===== src/design/adckey_pkg.sv =====
// ----------------------------------------------------------------------------
// adckey_pkg: shared definitions for the ladder keypad decoder
// Field widths, register indexes, reset values, codes and interface structs.
// ----------------------------------------------------------------------------
`default_nettype none

package adckey_pkg;

  // defaults for the top level parameters
  localparam int unsigned SAMPLES_DEF     = 10;
  localparam int unsigned SAMPLE_BITS_DEF = 12;

  // fixed field widths
  localparam int unsigned LIMIT_W    = 12;
  localparam int unsigned MS_W       = 16;
  localparam int unsigned SUM_W      = 16;
  localparam int unsigned CFG_IDX_W  = 3;
  localparam int unsigned CFG_DATA_W = 16;

  // register indexes
  localparam logic [CFG_IDX_W-1:0] CFG_COMBO_LIMIT       = 3'd0;
  localparam logic [CFG_IDX_W-1:0] CFG_FIRST_KEY_LIMIT   = 3'd1;
  localparam logic [CFG_IDX_W-1:0] CFG_SECOND_KEY_LIMIT  = 3'd2;
  localparam logic [CFG_IDX_W-1:0] CFG_PRESS_THRESHOLD   = 3'd3;
  localparam logic [CFG_IDX_W-1:0] CFG_RELEASE_THRESHOLD = 3'd4;
  localparam logic [CFG_IDX_W-1:0] CFG_CLICK_MIN_MS      = 3'd5;
  localparam logic [CFG_IDX_W-1:0] CFG_LONG_MIN_MS       = 3'd6;
  localparam logic [CFG_IDX_W-1:0] CFG_VERY_LONG_MIN_MS  = 3'd7;

  // register reset values
  localparam logic [LIMIT_W-1:0] RST_COMBO_LIMIT       = 12'd300;
  localparam logic [LIMIT_W-1:0] RST_FIRST_KEY_LIMIT   = 12'd1000;
  localparam logic [LIMIT_W-1:0] RST_SECOND_KEY_LIMIT  = 12'd2000;
  localparam logic [LIMIT_W-1:0] RST_PRESS_THRESHOLD   = 12'd3000;
  localparam logic [LIMIT_W-1:0] RST_RELEASE_THRESHOLD = 12'd3800;
  localparam logic [MS_W-1:0]    RST_CLICK_MIN_MS      = 16'd40;
  localparam logic [MS_W-1:0]    RST_LONG_MIN_MS       = 16'd2000;
  localparam logic [MS_W-1:0]    RST_VERY_LONG_MIN_MS  = 16'd6000;

  // press phase codes
  localparam logic [1:0] PH_IDLE     = 2'd0;
  localparam logic [1:0] PH_SAMPLING = 2'd1;
  localparam logic [1:0] PH_WAITING  = 2'd2;

  // key codes
  localparam logic [1:0] KEY_COMBO  = 2'd0;
  localparam logic [1:0] KEY_NEXT   = 2'd1;
  localparam logic [1:0] KEY_RECORD = 2'd2;
  localparam logic [1:0] KEY_PLAY   = 2'd3;

  // press classes
  localparam logic [1:0] CLS_CLICK     = 2'd0;
  localparam logic [1:0] CLS_LONG      = 2'd1;
  localparam logic [1:0] CLS_VERY_LONG = 2'd2;

  typedef struct packed {
    logic [LIMIT_W-1:0] combo_limit;
    logic [LIMIT_W-1:0] first_key_limit;
    logic [LIMIT_W-1:0] second_key_limit;
    logic [LIMIT_W-1:0] press_threshold;
    logic [LIMIT_W-1:0] release_threshold;
    logic [MS_W-1:0]    click_min_ms;
    logic [MS_W-1:0]    long_min_ms;
    logic [MS_W-1:0]    very_long_min_ms;
  } cfg_t;

  typedef struct packed {
    logic [1:0] key_id;
    logic [1:0] press_class;
  } result_t;

  typedef struct packed {
    logic [1:0] phase;
    logic       tally_zero;
  } status_t;

endpackage

`default_nettype wire


===== src/design/adckey_cfg_regs.sv =====
// ----------------------------------------------------------------------------
// adckey_cfg_regs: configuration register file
// Eight write-only threshold and timing registers, masked to their widths.
// ----------------------------------------------------------------------------
`default_nettype none

module adckey_cfg_regs (
  input  wire logic                              clk_i,
  input  wire logic                              rst_ni,
  input  wire logic                              cfg_we_i,
  input  wire logic [adckey_pkg::CFG_IDX_W-1:0]  cfg_idx_i,
  input  wire logic [adckey_pkg::CFG_DATA_W-1:0] cfg_wdata_i,
  output adckey_pkg::cfg_t                       cfg_o
);

  adckey_pkg::cfg_t cfg_q, cfg_d;

  always_comb begin
    cfg_d = cfg_q;
    if (cfg_we_i) begin
      case (cfg_idx_i)
        adckey_pkg::CFG_COMBO_LIMIT:
          cfg_d.combo_limit = cfg_wdata_i[adckey_pkg::LIMIT_W-1:0];
        adckey_pkg::CFG_FIRST_KEY_LIMIT:
          cfg_d.first_key_limit = cfg_wdata_i[adckey_pkg::LIMIT_W-1:0];
        adckey_pkg::CFG_SECOND_KEY_LIMIT:
          cfg_d.second_key_limit = cfg_wdata_i[adckey_pkg::LIMIT_W-1:0];
        adckey_pkg::CFG_PRESS_THRESHOLD:
          cfg_d.press_threshold = cfg_wdata_i[adckey_pkg::LIMIT_W-1:0];
        adckey_pkg::CFG_RELEASE_THRESHOLD:
          cfg_d.release_threshold = cfg_wdata_i[adckey_pkg::LIMIT_W-1:0];
        adckey_pkg::CFG_CLICK_MIN_MS:
          cfg_d.click_min_ms = cfg_wdata_i[adckey_pkg::MS_W-1:0];
        adckey_pkg::CFG_LONG_MIN_MS:
          cfg_d.long_min_ms = cfg_wdata_i[adckey_pkg::MS_W-1:0];
        adckey_pkg::CFG_VERY_LONG_MIN_MS:
          cfg_d.very_long_min_ms = cfg_wdata_i[adckey_pkg::MS_W-1:0];
        default: ;
      endcase
    end
  end

  always_ff @(posedge clk_i or negedge rst_ni) begin
    if (!rst_ni) begin
      cfg_q.combo_limit       <= adckey_pkg::RST_COMBO_LIMIT;
      cfg_q.first_key_limit   <= adckey_pkg::RST_FIRST_KEY_LIMIT;
      cfg_q.second_key_limit  <= adckey_pkg::RST_SECOND_KEY_LIMIT;
      cfg_q.press_threshold   <= adckey_pkg::RST_PRESS_THRESHOLD;
      cfg_q.release_threshold <= adckey_pkg::RST_RELEASE_THRESHOLD;
      cfg_q.click_min_ms      <= adckey_pkg::RST_CLICK_MIN_MS;
      cfg_q.long_min_ms       <= adckey_pkg::RST_LONG_MIN_MS;
      cfg_q.very_long_min_ms  <= adckey_pkg::RST_VERY_LONG_MIN_MS;
    end else begin
      cfg_q <= cfg_d;
    end
  end

  assign cfg_o = cfg_q;

endmodule

`default_nettype wire


===== src/design/adckey_in_stage.sv =====
// ----------------------------------------------------------------------------
// adckey_in_stage: input request register
// Holds one accepted request until the decode step consumes it.
// ----------------------------------------------------------------------------
`default_nettype none

module adckey_in_stage #(
  parameter int unsigned SAMPLE_BITS = adckey_pkg::SAMPLE_BITS_DEF
) (
  input  wire logic                   clk_i,
  input  wire logic                   rst_ni,
  input  wire logic                   in_valid_i,
  output      logic                   in_stall_o,
  input  wire logic                   kind_i,
  input  wire logic [SAMPLE_BITS-1:0] sample_i,
  input  wire logic                   adv_i,
  output      logic                   vld_o,
  output      logic                   kind_o,
  output      logic [SAMPLE_BITS-1:0] sample_o
);

  logic                   vld_q;
  logic                   kind_q;
  logic [SAMPLE_BITS-1:0] sample_q;
  logic                   take;

  assign in_stall_o = vld_q && !adv_i;
  assign take       = in_valid_i && !in_stall_o;

  always_ff @(posedge clk_i or negedge rst_ni) begin
    if (!rst_ni) begin
      vld_q <= 1'b0;
    end else if (take) begin
      vld_q <= 1'b1;
    end else if (adv_i) begin
      vld_q <= 1'b0;
    end
  end

  always_ff @(posedge clk_i) begin
    if (take) begin
      kind_q   <= kind_i;
      sample_q <= sample_i;
    end
  end

  assign vld_o    = vld_q;
  assign kind_o   = kind_q;
  assign sample_o = sample_q;

endmodule

`default_nettype wire


===== src/design/adckey_press_fsm.sv =====
// ----------------------------------------------------------------------------
// adckey_press_fsm: press tracking and release decode
// Keeps the press state and classifies key and duration on release.
// ----------------------------------------------------------------------------
`default_nettype none

module adckey_press_fsm #(
  parameter int unsigned SAMPLES     = adckey_pkg::SAMPLES_DEF,
  parameter int unsigned SAMPLE_BITS = adckey_pkg::SAMPLE_BITS_DEF
) (
  input  wire logic                   clk_i,
  input  wire logic                   rst_ni,
  input  wire logic                   go_i,
  input  wire logic                   kind_i,
  input  wire logic [SAMPLE_BITS-1:0] sample_i,
  input  wire adckey_pkg::cfg_t       cfg_i,
  output      logic                   res_vld_o,
  output adckey_pkg::result_t         result_o,
  output adckey_pkg::status_t         status_o
);

  localparam int unsigned TALLY_W = $clog2(SAMPLES + 1);
  localparam int unsigned CMP_W   = (SAMPLE_BITS > adckey_pkg::LIMIT_W) ?
                                    SAMPLE_BITS : adckey_pkg::LIMIT_W;
  localparam int unsigned PROD_W  = (adckey_pkg::LIMIT_W + TALLY_W > adckey_pkg::SUM_W) ?
                                    adckey_pkg::LIMIT_W + TALLY_W : adckey_pkg::SUM_W;
  localparam int unsigned SUM_W   = adckey_pkg::SUM_W;
  localparam int unsigned MS_W    = adckey_pkg::MS_W;

  logic [1:0]         phase_q, phase_d;
  logic [SUM_W-1:0]   sum_q, sum_d;
  logic [TALLY_W-1:0] tally_q, tally_d;
  logic [MS_W-1:0]    ms_q, ms_d;

  logic [CMP_W-1:0]   samp_ext;
  logic               is_low, is_rel;
  logic [SUM_W:0]     sum_add;
  logic [SUM_W-1:0]   sum_sat;
  logic [TALLY_W-1:0] tally_inc;
  logic               tally_full;
  logic [PROD_W-1:0]  sum_ext, prod_combo, prod_first, prod_second;
  logic [1:0]         key;
  logic [1:0]         cls;
  logic               has_cls;

  assign samp_ext = CMP_W'(sample_i);
  assign is_low   = !kind_i && (samp_ext < CMP_W'(cfg_i.press_threshold));
  assign is_rel   = !kind_i && !is_low && (samp_ext > CMP_W'(cfg_i.release_threshold));

  // saturating accumulate
  assign sum_add = {1'b0, sum_q} + (SUM_W + 1)'(sample_i);
  assign sum_sat = sum_add[SUM_W] ? '1 : sum_add[SUM_W-1:0];

  assign tally_inc  = tally_q + TALLY_W'(1);
  assign tally_full = (tally_inc >= TALLY_W'(SAMPLES));

  // floor(sum / tally) < limit  <=>  sum < limit * tally
  assign sum_ext     = PROD_W'(sum_q);
  assign prod_combo  = PROD_W'(cfg_i.combo_limit) * PROD_W'(tally_q);
  assign prod_first  = PROD_W'(cfg_i.first_key_limit) * PROD_W'(tally_q);
  assign prod_second = PROD_W'(cfg_i.second_key_limit) * PROD_W'(tally_q);

  always_comb begin
    if (sum_ext < prod_combo) begin
      key = adckey_pkg::KEY_COMBO;
    end else if (sum_ext < prod_first) begin
      key = adckey_pkg::KEY_NEXT;
    end else if (sum_ext < prod_second) begin
      key = adckey_pkg::KEY_RECORD;
    end else begin
      key = adckey_pkg::KEY_PLAY;
    end
  end

  always_comb begin
    has_cls = 1'b1;
    if (ms_q > cfg_i.very_long_min_ms) begin
      cls = adckey_pkg::CLS_VERY_LONG;
    end else if (ms_q > cfg_i.long_min_ms) begin
      cls = adckey_pkg::CLS_LONG;
    end else if (ms_q > cfg_i.click_min_ms) begin
      cls = adckey_pkg::CLS_CLICK;
    end else begin
      cls     = adckey_pkg::CLS_CLICK;
      has_cls = 1'b0;
    end
  end

  always_comb begin
    phase_d   = phase_q;
    sum_d     = sum_q;
    tally_d   = tally_q;
    ms_d      = ms_q;
    res_vld_o = 1'b0;
    if (go_i) begin
      if (kind_i) begin
        // ms tick, saturating
        if (phase_q != adckey_pkg::PH_IDLE && ms_q != '1) begin
          ms_d = ms_q + MS_W'(1);
        end
      end else if (is_low) begin
        case (phase_q)
          adckey_pkg::PH_IDLE: begin
            sum_d   = SUM_W'(sample_i);
            tally_d = TALLY_W'(1);
            ms_d    = '0;
            phase_d = (TALLY_W'(1) >= TALLY_W'(SAMPLES)) ?
                      adckey_pkg::PH_WAITING : adckey_pkg::PH_SAMPLING;
          end
          adckey_pkg::PH_SAMPLING: begin
            sum_d   = sum_sat;
            tally_d = tally_inc;
            phase_d = tally_full ? adckey_pkg::PH_WAITING : adckey_pkg::PH_SAMPLING;
          end
          default: ;
        endcase
      end else if (is_rel && phase_q != adckey_pkg::PH_IDLE) begin
        // every release clears the press, short ones just report nothing
        phase_d   = adckey_pkg::PH_IDLE;
        sum_d     = '0;
        tally_d   = '0;
        ms_d      = '0;
        res_vld_o = has_cls;
      end
    end
  end

  always_ff @(posedge clk_i or negedge rst_ni) begin
    if (!rst_ni) begin
      phase_q <= adckey_pkg::PH_IDLE;
      sum_q   <= '0;
      tally_q <= '0;
      ms_q    <= '0;
    end else begin
      phase_q <= phase_d;
      sum_q   <= sum_d;
      tally_q <= tally_d;
      ms_q    <= ms_d;
    end
  end

  assign result_o.key_id      = key;
  assign result_o.press_class = cls;
  assign status_o.phase       = phase_q;
  assign status_o.tally_zero  = (tally_q == '0);

endmodule

`default_nettype wire


===== src/design/adckey_out_stage.sv =====
// ----------------------------------------------------------------------------
// adckey_out_stage: result register
// Holds one decoded key event until the receiver takes it.
// ----------------------------------------------------------------------------
`default_nettype none

module adckey_out_stage (
  input  wire logic                clk_i,
  input  wire logic                rst_ni,
  input  wire logic                push_i,
  input  wire adckey_pkg::result_t result_i,
  output      logic                space_o,
  output      logic                out_valid_o,
  input  wire logic                out_stall_i,
  output      logic [1:0]          key_id_o,
  output      logic [1:0]          press_class_o
);

  logic                vld_q;
  adckey_pkg::result_t res_q;

  // free, or emptied at this edge
  assign space_o = !vld_q || !out_stall_i;

  always_ff @(posedge clk_i or negedge rst_ni) begin
    if (!rst_ni) begin
      vld_q <= 1'b0;
    end else if (push_i) begin
      vld_q <= 1'b1;
    end else if (!out_stall_i) begin
      vld_q <= 1'b0;
    end
  end

  always_ff @(posedge clk_i) begin
    if (push_i) begin
      res_q <= result_i;
    end
  end

  assign out_valid_o   = vld_q;
  assign key_id_o      = res_q.key_id;
  assign press_class_o = res_q.press_class;

endmodule

`default_nettype wire


===== src/design/adc_ladder_key_decoder_core.sv =====
// ----------------------------------------------------------------------------
// adc_ladder_key_decoder_core: resistor ladder keypad decoder
// Turns a stream of ADC samples and ms ticks into key press events.
// ----------------------------------------------------------------------------
// usage
//   input channel: in_valid_i / in_stall_o carry one request, kind_i picks an
//   adc sample (0) or a one ms tick (1), sample_i holds the conversion
//   output channel: out_valid_o / out_stall_i carry one key event with
//   key_id_o and press_class_o, sent only on a reported release
//   config port: cfg_we_i writes cfg_wdata_i into register cfg_idx_i, write
//   only while no request is in flight
//   path: out_valid_o is driven by the result register, so the event of a
//   request passes in order through the input register, one decode step
//   and the result register
//   throughput: one request per cycle, set by the single decode step that
//   updates the press state; only a stalled waiting result blocks input
//   stall: when the result register is full and stalled, the held request
//   stays in the input register and in_stall_o rises
//   reset: press state goes idle, registers take their default thresholds,
//   both channels empty
// ----------------------------------------------------------------------------
`default_nettype none

module adc_ladder_key_decoder_core #(
  parameter int unsigned SAMPLES     = adckey_pkg::SAMPLES_DEF,
  parameter int unsigned SAMPLE_BITS = adckey_pkg::SAMPLE_BITS_DEF
) (
  input  wire logic                              clk_i,
  input  wire logic                              rst_ni,
  // config write port
  input  wire logic                              cfg_we_i,
  input  wire logic [adckey_pkg::CFG_IDX_W-1:0]  cfg_idx_i,
  input  wire logic [adckey_pkg::CFG_DATA_W-1:0] cfg_wdata_i,
  // request channel
  input  wire logic                              in_valid_i,
  output      logic                              in_stall_o,
  input  wire logic                              kind_i,
  input  wire logic [SAMPLE_BITS-1:0]            sample_i,
  // result channel
  output      logic                              out_valid_o,
  input  wire logic                              out_stall_i,
  output      logic [1:0]                        key_id_o,
  output      logic [1:0]                        press_class_o
);

  adckey_pkg::cfg_t    cfg;
  adckey_pkg::result_t result;
  adckey_pkg::status_t status;

  logic                   in_vld;
  logic                   in_kind;
  logic [SAMPLE_BITS-1:0] in_sample;
  logic                   out_space;
  logic                   adv;      // decode step consumes the held request
  logic                   res_vld;
  logic                   push;

  // decode only when the result register can take a possible event
  assign adv  = in_vld && out_space;
  assign push = adv && res_vld;

  adckey_cfg_regs u_cfg (
    .clk_i       (clk_i),
    .rst_ni      (rst_ni),
    .cfg_we_i    (cfg_we_i),
    .cfg_idx_i   (cfg_idx_i),
    .cfg_wdata_i (cfg_wdata_i),
    .cfg_o       (cfg)
  );

  adckey_in_stage #(
    .SAMPLE_BITS (SAMPLE_BITS)
  ) u_in (
    .clk_i      (clk_i),
    .rst_ni     (rst_ni),
    .in_valid_i (in_valid_i),
    .in_stall_o (in_stall_o),
    .kind_i     (kind_i),
    .sample_i   (sample_i),
    .adv_i      (adv),
    .vld_o      (in_vld),
    .kind_o     (in_kind),
    .sample_o   (in_sample)
  );

  // press state, key and duration decode
  adckey_press_fsm #(
    .SAMPLES     (SAMPLES),
    .SAMPLE_BITS (SAMPLE_BITS)
  ) u_fsm (
    .clk_i     (clk_i),
    .rst_ni    (rst_ni),
    .go_i      (adv),
    .kind_i    (in_kind),
    .sample_i  (in_sample),
    .cfg_i     (cfg),
    .res_vld_o (res_vld),
    .result_o  (result),
    .status_o  (status)
  );

  adckey_out_stage u_out (
    .clk_i         (clk_i),
    .rst_ni        (rst_ni),
    .push_i        (push),
    .result_i      (result),
    .space_o       (out_space),
    .out_valid_o   (out_valid_o),
    .out_stall_i   (out_stall_i),
    .key_id_o      (key_id_o),
    .press_class_o (press_class_o)
  );

  // input only backs up behind a stalled result
  a_stall_cause: assert property (@(posedge clk_i) disable iff (!rst_ni)
    in_stall_o |-> (out_valid_o && out_stall_i))
    else $error("input stalled without a stalled result");

  // a decoded event shows up on the result channel next cycle
  a_push_shows: assert property (@(posedge clk_i) disable iff (!rst_ni)
    push |=> out_valid_o)
    else $error("decoded event not presented");

  // an active press always has at least one summed sample
  a_tally_phase: assert property (@(posedge clk_i) disable iff (!rst_ni)
    (status.phase == adckey_pkg::PH_IDLE) == status.tally_zero)
    else $error("sample tally out of step with press phase");

endmodule

`default_nettype wire


===== config.mk =====
export PLATFORM = sky130hd
export DESIGN_NAME = adc_ladder_key_decoder_core
export DESIGN_NICKNAME = d
export VERILOG_FILES = /design/src/design/adckey_pkg.sv /design/src/design/adckey_cfg_regs.sv /design/src/design/adckey_in_stage.sv /design/src/design/adckey_press_fsm.sv /design/src/design/adckey_out_stage.sv /design/src/design/adc_ladder_key_decoder_core.sv
export SDC_FILE = /design/constraint.sdc
export NUM_CORES = 1
export LEC_CHECK = 0
export BUFFER_PORTS_ARGS = -buffer_cell sky130_fd_sc_hd__buf_2
export CAP_MARGIN = 15
export CORE_MARGIN = 3
export CORE_UTILIZATION = 45
export DETAILED_ROUTE_END_ITERATION = 7
export PLACE_DENSITY = 0.6
export SYNTH_ARGS = -nofsm -noshare
export SYNTH_HDL_FRONTEND = slang
export SYNTH_SLANG_ARGS = --single-unit

===== constraint.sdc =====
create_clock -name clk_i -period 8.6 [get_ports clk_i]
set_input_delay 1.72 -clock clk_i [delete_from_list [all_inputs] [get_ports clk_i]]
set_output_delay 1.72 -clock clk_i [all_outputs]
set_load 0.1 [all_outputs]

* After elaboration in Yosys (flattened, before gate mapping) *
Index checks and enable logic that the tools add are counted.
Widths: inputs -> output; s select.

word-level totals
  output and inout bits = 6
  register bits = 165
  logic and storage cells = 110

cells by class
  multipliers = 3
  reductions and logical operators = 33
  order comparisons = 9
  add/subtract/negate cells = 3
  eq/ne operators = 13
  bitwise operators = 1
  mux-type cells = 29

operators by type and width
  kind                   number
  $mux 16                7
  $gt 16x16->1           3
  $lt 16x16->1           3
  $mul 12x4->16          3
  $pmux 16 s2            1
  $add 16x12->17         1
  $add 16x1->16 const B  1
  $ne 16x16->1 const B   1
  $reduce_and 2->1       8
  $mux 1                 14
  $eq 3x3->1 const B     4
  $gt 12x12->1           1
  $lt 12x12->1           1
  $logic_and 1x1->1      9
  $mux 4                 2
  $pmux 4 s2             1
  $reduce_and 4->1       2
  $eq 3x2->1 const B     2
  $logic_not 1->1        6
  $mux 2                 3
  $ne 3x3->1 const B     2
  $reduce_bool 2->1      3
  $add 4x1->4 const B    1
  $ge 4x4->1 const B     1
  10 further kinds       11

* Longest topological paths before layout *
  word-level depth = 12
  mapped depth = 23

* By module *
A second synthesis with hierarchy kept.

second synthesis, totals
  cells, all modules = 1491
  area total of the unflattened synthesis = 14426.3 sq um

modules (own cells, without submodules)
  module                       sequential area each (sq um)  area an instance (sq um)  instances  cells each
  adckey_press_fsm             950.9                         9585.4                    1          1228
  adckey_cfg_regs              2758.9                        4224.1                    1          236
  adckey_in_stage              415.4                         447.9                     1          18
  adckey_out_stage             145.1                         156.4                     1          7
  adc_ladder_key_decoder_core  0.0                           12.5                      1          2

* Worst setup path after synthesis *
OpenSTA, ideal clock, no wires.

  path type = reg2reg
  start = reg u_fsm.tally_q[2]
  end = reg u_out.res_q (netlist bit u_out.key_id_o[1]), data pin
  setup slack = 3.465 ns
  period minus slack after synthesis = 5.135 ns
  stages on the path, launching flop included = 21
  arrival time = 4.871 ns
  setup time = 0.264 ns
  path buffers = 2
  path through = dfrtp_1 clkbuf_1 clkbuf_1 nand2_1 fa_1 fa_1 inv_1 fa_1 a21o_1 a21oi_1 nor2b_1 o41ai_1 o21bai_1 xnor2_1 ha_1 a21o_1 a211o_1 a21o_1 a221o_1 nand3_1 a21boi_0

on the way
  longest elaborated chain between the ends = 3
  elaborated cells between the ends (all ways) = 5

ends and longest elaborated chain
  what                                     RTL line                                        source
  start, declared                          adckey_press_fsm.sv:32                          logic [TALLY_W-1:0] tally_q, tally_d;
  start signal, assigned                   adckey_press_fsm.sv:137                         tally_q <= tally_d;
  $mul 12x4->16, on equally long branches  adckey_press_fsm.sv:60, adckey_press_fsm.sv:59
  $lt 16x16->1, on equally long branches   adckey_press_fsm.sv:66, adckey_press_fsm.sv:64
  $reduce_or 2->1 (no line) (*)            n/a
  end signal, assigned                     adckey_out_stage.sv:37                          res_q <= result_i;
  end, declared                            adckey_out_stage.sv:20                          adckey_pkg::result_t res_q;

Mark *: on every way between the ends. The rest lies on a longest branch, timed or not.
A chain may end at the register's enable or synchronous reset.

* Worst setup path after layout *
  start = reg u_fsm.tally_q[3]
  end = reg u_out.res_q (netlist bit u_out.key_id_o[0]), data pin

on the way
  longest elaborated chain between the ends = 4
  elaborated cells between the ends (all ways) = 8

ends and longest elaborated chain
  what           RTL line                source
  $mul 12x4->16  adckey_press_fsm.sv:61  assign prod_second = PROD_W'(cfg_i.second_key_limit) * PROD_W'(tally_q);
  $lt 16x16->1   adckey_press_fsm.sv:68  end else if (sum_ext < prod_second) begin
  $mux 1         adckey_press_fsm.sv:68
  $mux 1         adckey_press_fsm.sv:66  end else if (sum_ext < prod_first) begin

Parallel ways exist; a longest one is shown, timed or not.

==> reports/qor_table.md <==
| Group | Metric | Value |
|:---|:---|:---|
| yosys | Fraction of synthesized area in multiplexers | 0.07857 |
| placement | Final HPWL DP | 27430 um |
| global route | First-pass GRT wire length | 58650 um |
| floorplanning | Floorplan die area | 34210 um2 |
| clock network | Root Driver | clkbuf_16 |
| detailed routing | Via count | 10848 |
| timing | Highest Clock Rate | 185.5 MHz |
| detailed routing | Total DRC errors in the routed layout | 0 |
| detailed routing | Antenna-violating nets left | 0 |
| detailed routing | WL/cell | 18.63 um |
| floorplanning | Number of standard-cell rows in the floorplan | 64 |
| outcome | Outcome | completed |
| placement | Routability Congestion | 0.8377 |
| clock network | TritonCTS clock tree | built |
| yosys | Number of distinct library cell variants in the gate-level netlist after synthesis | 71 |
| worst setup path | WP data required | 8.77 ns |
| timing | Final setup violating endpoints | 0 |
| yosys | Post-Synthesis Mean Instance Area | 9.602 um2 |
| yosys | Top cells by instance count after synthesis | 210 x inv_1, 191 x ha_1, 113 x nand2_1, 103 x dfrtp_1, 97 x mux2_2 |
| clock network | Hold-fix buffer count after cts | 0 |
| final layout | Multi-input gate area | 9223 um2 |
| timing | Worst Hold Slack | 0.5030 ns |
| global route | All-Layer GR Usage | 0.2191 |
| global route | Largest net degree at the start of global routing | 91 |
| timing | Final Slew Violations | 0 |
| timing | Rel. slew slack | 0.2883 |
| timing | Shortest clock period the worst path allows after layout | 5.390 ns |
| clock network | Number of clock buffers inserted by TritonCTS | 17 |
| detailed routing | Number of detailed-route iterations in the first pass | 5 |
| global route | Overall overflow remaining after global route | 0 |
| final layout | Area Growth Syn to Fin | 8.499% |
| yosys | Net count after synthesis | 1790 |
| worst setup path | Sort of element at the end of the critical path | flop |
| timing | Final sum of negative setup slack | 0 ns |
| timing | Final hold vios | 0 |
| detailed routing | Detailed Route Iter0 Violations | 596 |
| floorplanning | Number of I/O pins | 43 |
| placement | Count of input and output buffers | 42 |
| yosys | Main combinational cell family by area after synthesis | adder cells |
| final layout | Post-route design area | 15640 um2 |
| final layout | Nets@finish | 1820 |
| min path | Worst min-delay path class | flop to flop |
| clock network | Reg clk slew, reported paths | 0.07 ns |
| timing | Setup repair after global routing missed its margin | no |
| placement | Post-place instance area | 15050 um2 |
| clock network | Max Root-Sink Buffers | 2 |
| yosys | Biggest area contributors in the synthesized netlist | dfrtp_1 18%, ha_1 17%, fa_1 8.5%, dfstp_2 8.2%, mux2_2 7.6% |
| final layout | Count of filler cells inserted in the layout | 2929 |
| yosys | Library cell occupying the most area in the post-synthesis netlist | dfrtp_1 |
| placement | Placed instance count | 1908 |
| power | Design internal power | 2.320 mW |
| worst setup path | Critical Path Start Type | flop |
| power | Switching power of the nets | 1.730 mW |
| floorplanning | Die height | 185.0 um |
| timing | Worst-Margin Slew | 1.062 ns |
| worst setup path | Data arrival time of the critical path | 5.56 ns |
| power | Cell leakage power | 7.642 nW |
| yosys | Post-synthesis sequential area ratio | 0.2963 |
| global route | Vias in the first global route | 10809 |
| yosys | Cell with the most instances after synthesis | inv_1 |
| worst setup path | Largest driver fanout on the critical path | 35 |
| yosys | Number of synthesis warnings | 0 |
| final layout | FF+latch area | 4270 um2 |
| final layout | Layout cell share with drive strength beyond 1 | 0.1561 |
| yosys | Fraction of post-synthesis cell area in the top cell type by area | 0.1788 |
| yosys | Summed instance area of the synthesized netlist | 14410 um2 |
| yosys | Cell count after synthesis | 1501 |
| clock network | Insertion delay of the later-clocked pin in the worst-skew pair | 0.44 ns |
| yosys | XOR/XNOR share of the synthesized area | 0.02309 |
| timing | Final worst-path cycle share | 0.6267 |
| yosys | Number of synthesized register bits | 165 |
| detailed routing | Via density | 5.589 |
| clock network | Number of sinks handled by clock tree synthesis | 165 |
| floorplanning | Initial standard-cell utilization of the core | 0.4639 |
| detailed routing | Wire length after detailed routing | 36160 um |
| yosys | Simple-Gate Fraction of Synth Area | 0.1505 |
| run | Max-cap violations | 0 |
| timing | Clock tree skew after final layout | 0.01039 ns |
| clock network | Post-CTS Setup Bufs | 0 |
| power | Power share of the combinational group | 0.512 |
| power | Areal power density over the cells | 259.0 nW/um2 |
| yosys | Top_reg_cell synth | dfrtp_1 |
| global route | Antenna violations before repair | 2 |
| final layout | Cell Count, Final, Fillers Out | 1941 |
| power | Peak ir drop on the vdd network | 0.1551 mV |
| yosys | Compound-cell area share of the yosys netlist | 0.1358 |
| power | Reg power frac | 0.295 |
| clock network | CTS H-tree depth | 4 |
| yosys | Fraction of registers with async set/reset | 0.8970 |
| yosys | Adder and majority gate portion of the synthesized area | 0.2505 |
| power | Total power consumption of the routed design | 4.050 mW |
| floorplanning | Die extent in x | 185.0 um |
| yosys | EDFF count, synth | 17 |
| floorplanning | Core region area | 31070 um2 |
| clock network | Post-cts resize count | 0 |
| worst setup path | Class of the most critical setup path | flop to flop |
| power | Share of total power consumed by net switching | 0.4272 |
| power | Share of power burned in the clock network | 0.193 |
[routing by layer]
metal,wire (um),part of all wire,track usage,up-vias
met1,17390,0.48,0.3013,5325
li1,-,-,-,5310
met2,16670,0.46,0.3587,159
met4,1048,0.029,0.07323,4
met3,1028,0.028,0.02887,50
met5,26,0.00072,0,-
[path summary, 6_finish.rpt]
path	startpoint	endpoint	slack [ns]	depth (start not counted)
min in group asynchronous	rst_ni	u_cfg.cfg_o[11]	1.34	1
setup reg to reg	u_fsm.tally_q[3]	u_out.key_id_o[0]	3.21	18
hold / removal	u_cfg.cfg_o[60]	u_cfg.cfg_o[60]	0.50	1
setup / recovery	u_fsm.tally_q[3]	u_out.key_id_o[0]	3.21	18
hold reg to reg	u_cfg.cfg_o[60]	u_cfg.cfg_o[60]	0.50	1
max in group asynchronous	rst_ni	u_cfg.cfg_o[77]	5.99	2
[logic make-up (layout without fill, tap and decap cells)]
| group | Yosys count | count (layout) |
|---|---|---|
| and+or+nand+nor | 411 | 411 |
| AOI/OAI and AO/OA | 286 | 286 |
| adders and majority gates | 252 | 252 |
| buffers and inverters | 248 | 291 |
| DFF | 165 | 165 |
| muxes | 101 | 101 |
| xor gates and xnor gates | 38 | 38 |
| other | 0 | 1 |
[critical path, stage by stage, from the launching register on]
cell,delay (ns)
dfrtp_1,0.42
buf_4,0.36
nand2_1,0.13
fa_1,0.52
fa_1,0.55
inv_1,0.06
fa_1,0.47
a21o_1,0.18
a21oi_1,0.22
nor2b_1,0.08
nor4_1,0.27
o31ai_1,0.17
o41ai_1,0.31
xor2_1,0.13
ha_1,0.31
nand2_1,0.05
or4_1,0.48
o21ai_0,0.28
a32oi_1,0.14
[per-stage QoR]
stage / utilization / setup slack (ns)
after floorplan: - / 3.465
after global placement: 0.4843 / 3.264
after detailed placement: 0.4843 / 3.219
after CTS: 0.5032 / 3.194
after global routing: 0.5032 / 2.823
final: 0.5033 / 3.210
[power groups by stage]
stage	clock [mW]	combinational, mW	sequential (mW)
floorplan	0	1.59	1.12
detailed placement	0	2.05	1.21
finish	0.784	2.07	1.19
CTS	0.807	2.07	1.20
global route	0.838	2.37	1.22
global placement	0	2.00	1.21
[final cells by class]
class,instances,area share
multi-input cells,1088,0.5898
clock inverters,13,0.009361
inverters,210,0.05041
well taps,396,0.03169
diodes,1,0.0001600
repair buffers,49,0.01720
clock buffers,19,0.02832
flip-flops and latches,165,0.2731
[state kept, by name, indices dropped and copies added (netlist names)]
register,cells
u_in.vld_o,1
u_fsm.ms_q,16
u_cfg.cfg_o,108
u_out.press_class_o,2
u_fsm.sum_ext,16
u_out.out_valid_o,1
u_in.kind_o,1
u_in.sample_o,12
u_fsm.phase_q,2
u_out.key_id_o,2
u_fsm.tally_q,4
[layout by cell type, fill, tap and decap left out, types with 41 or more instances in the layout]
cell,count
o21ai_0,62
nand2_1,113
dfrtp_1,103
fa_1,61
and2_1,91
buf_2,41
dfstp_2,45
a21oi_1,59
inv_1,210
nor2_1,42
ha_1,191
mux2_2,97
(Power assumes the default switching activity.)
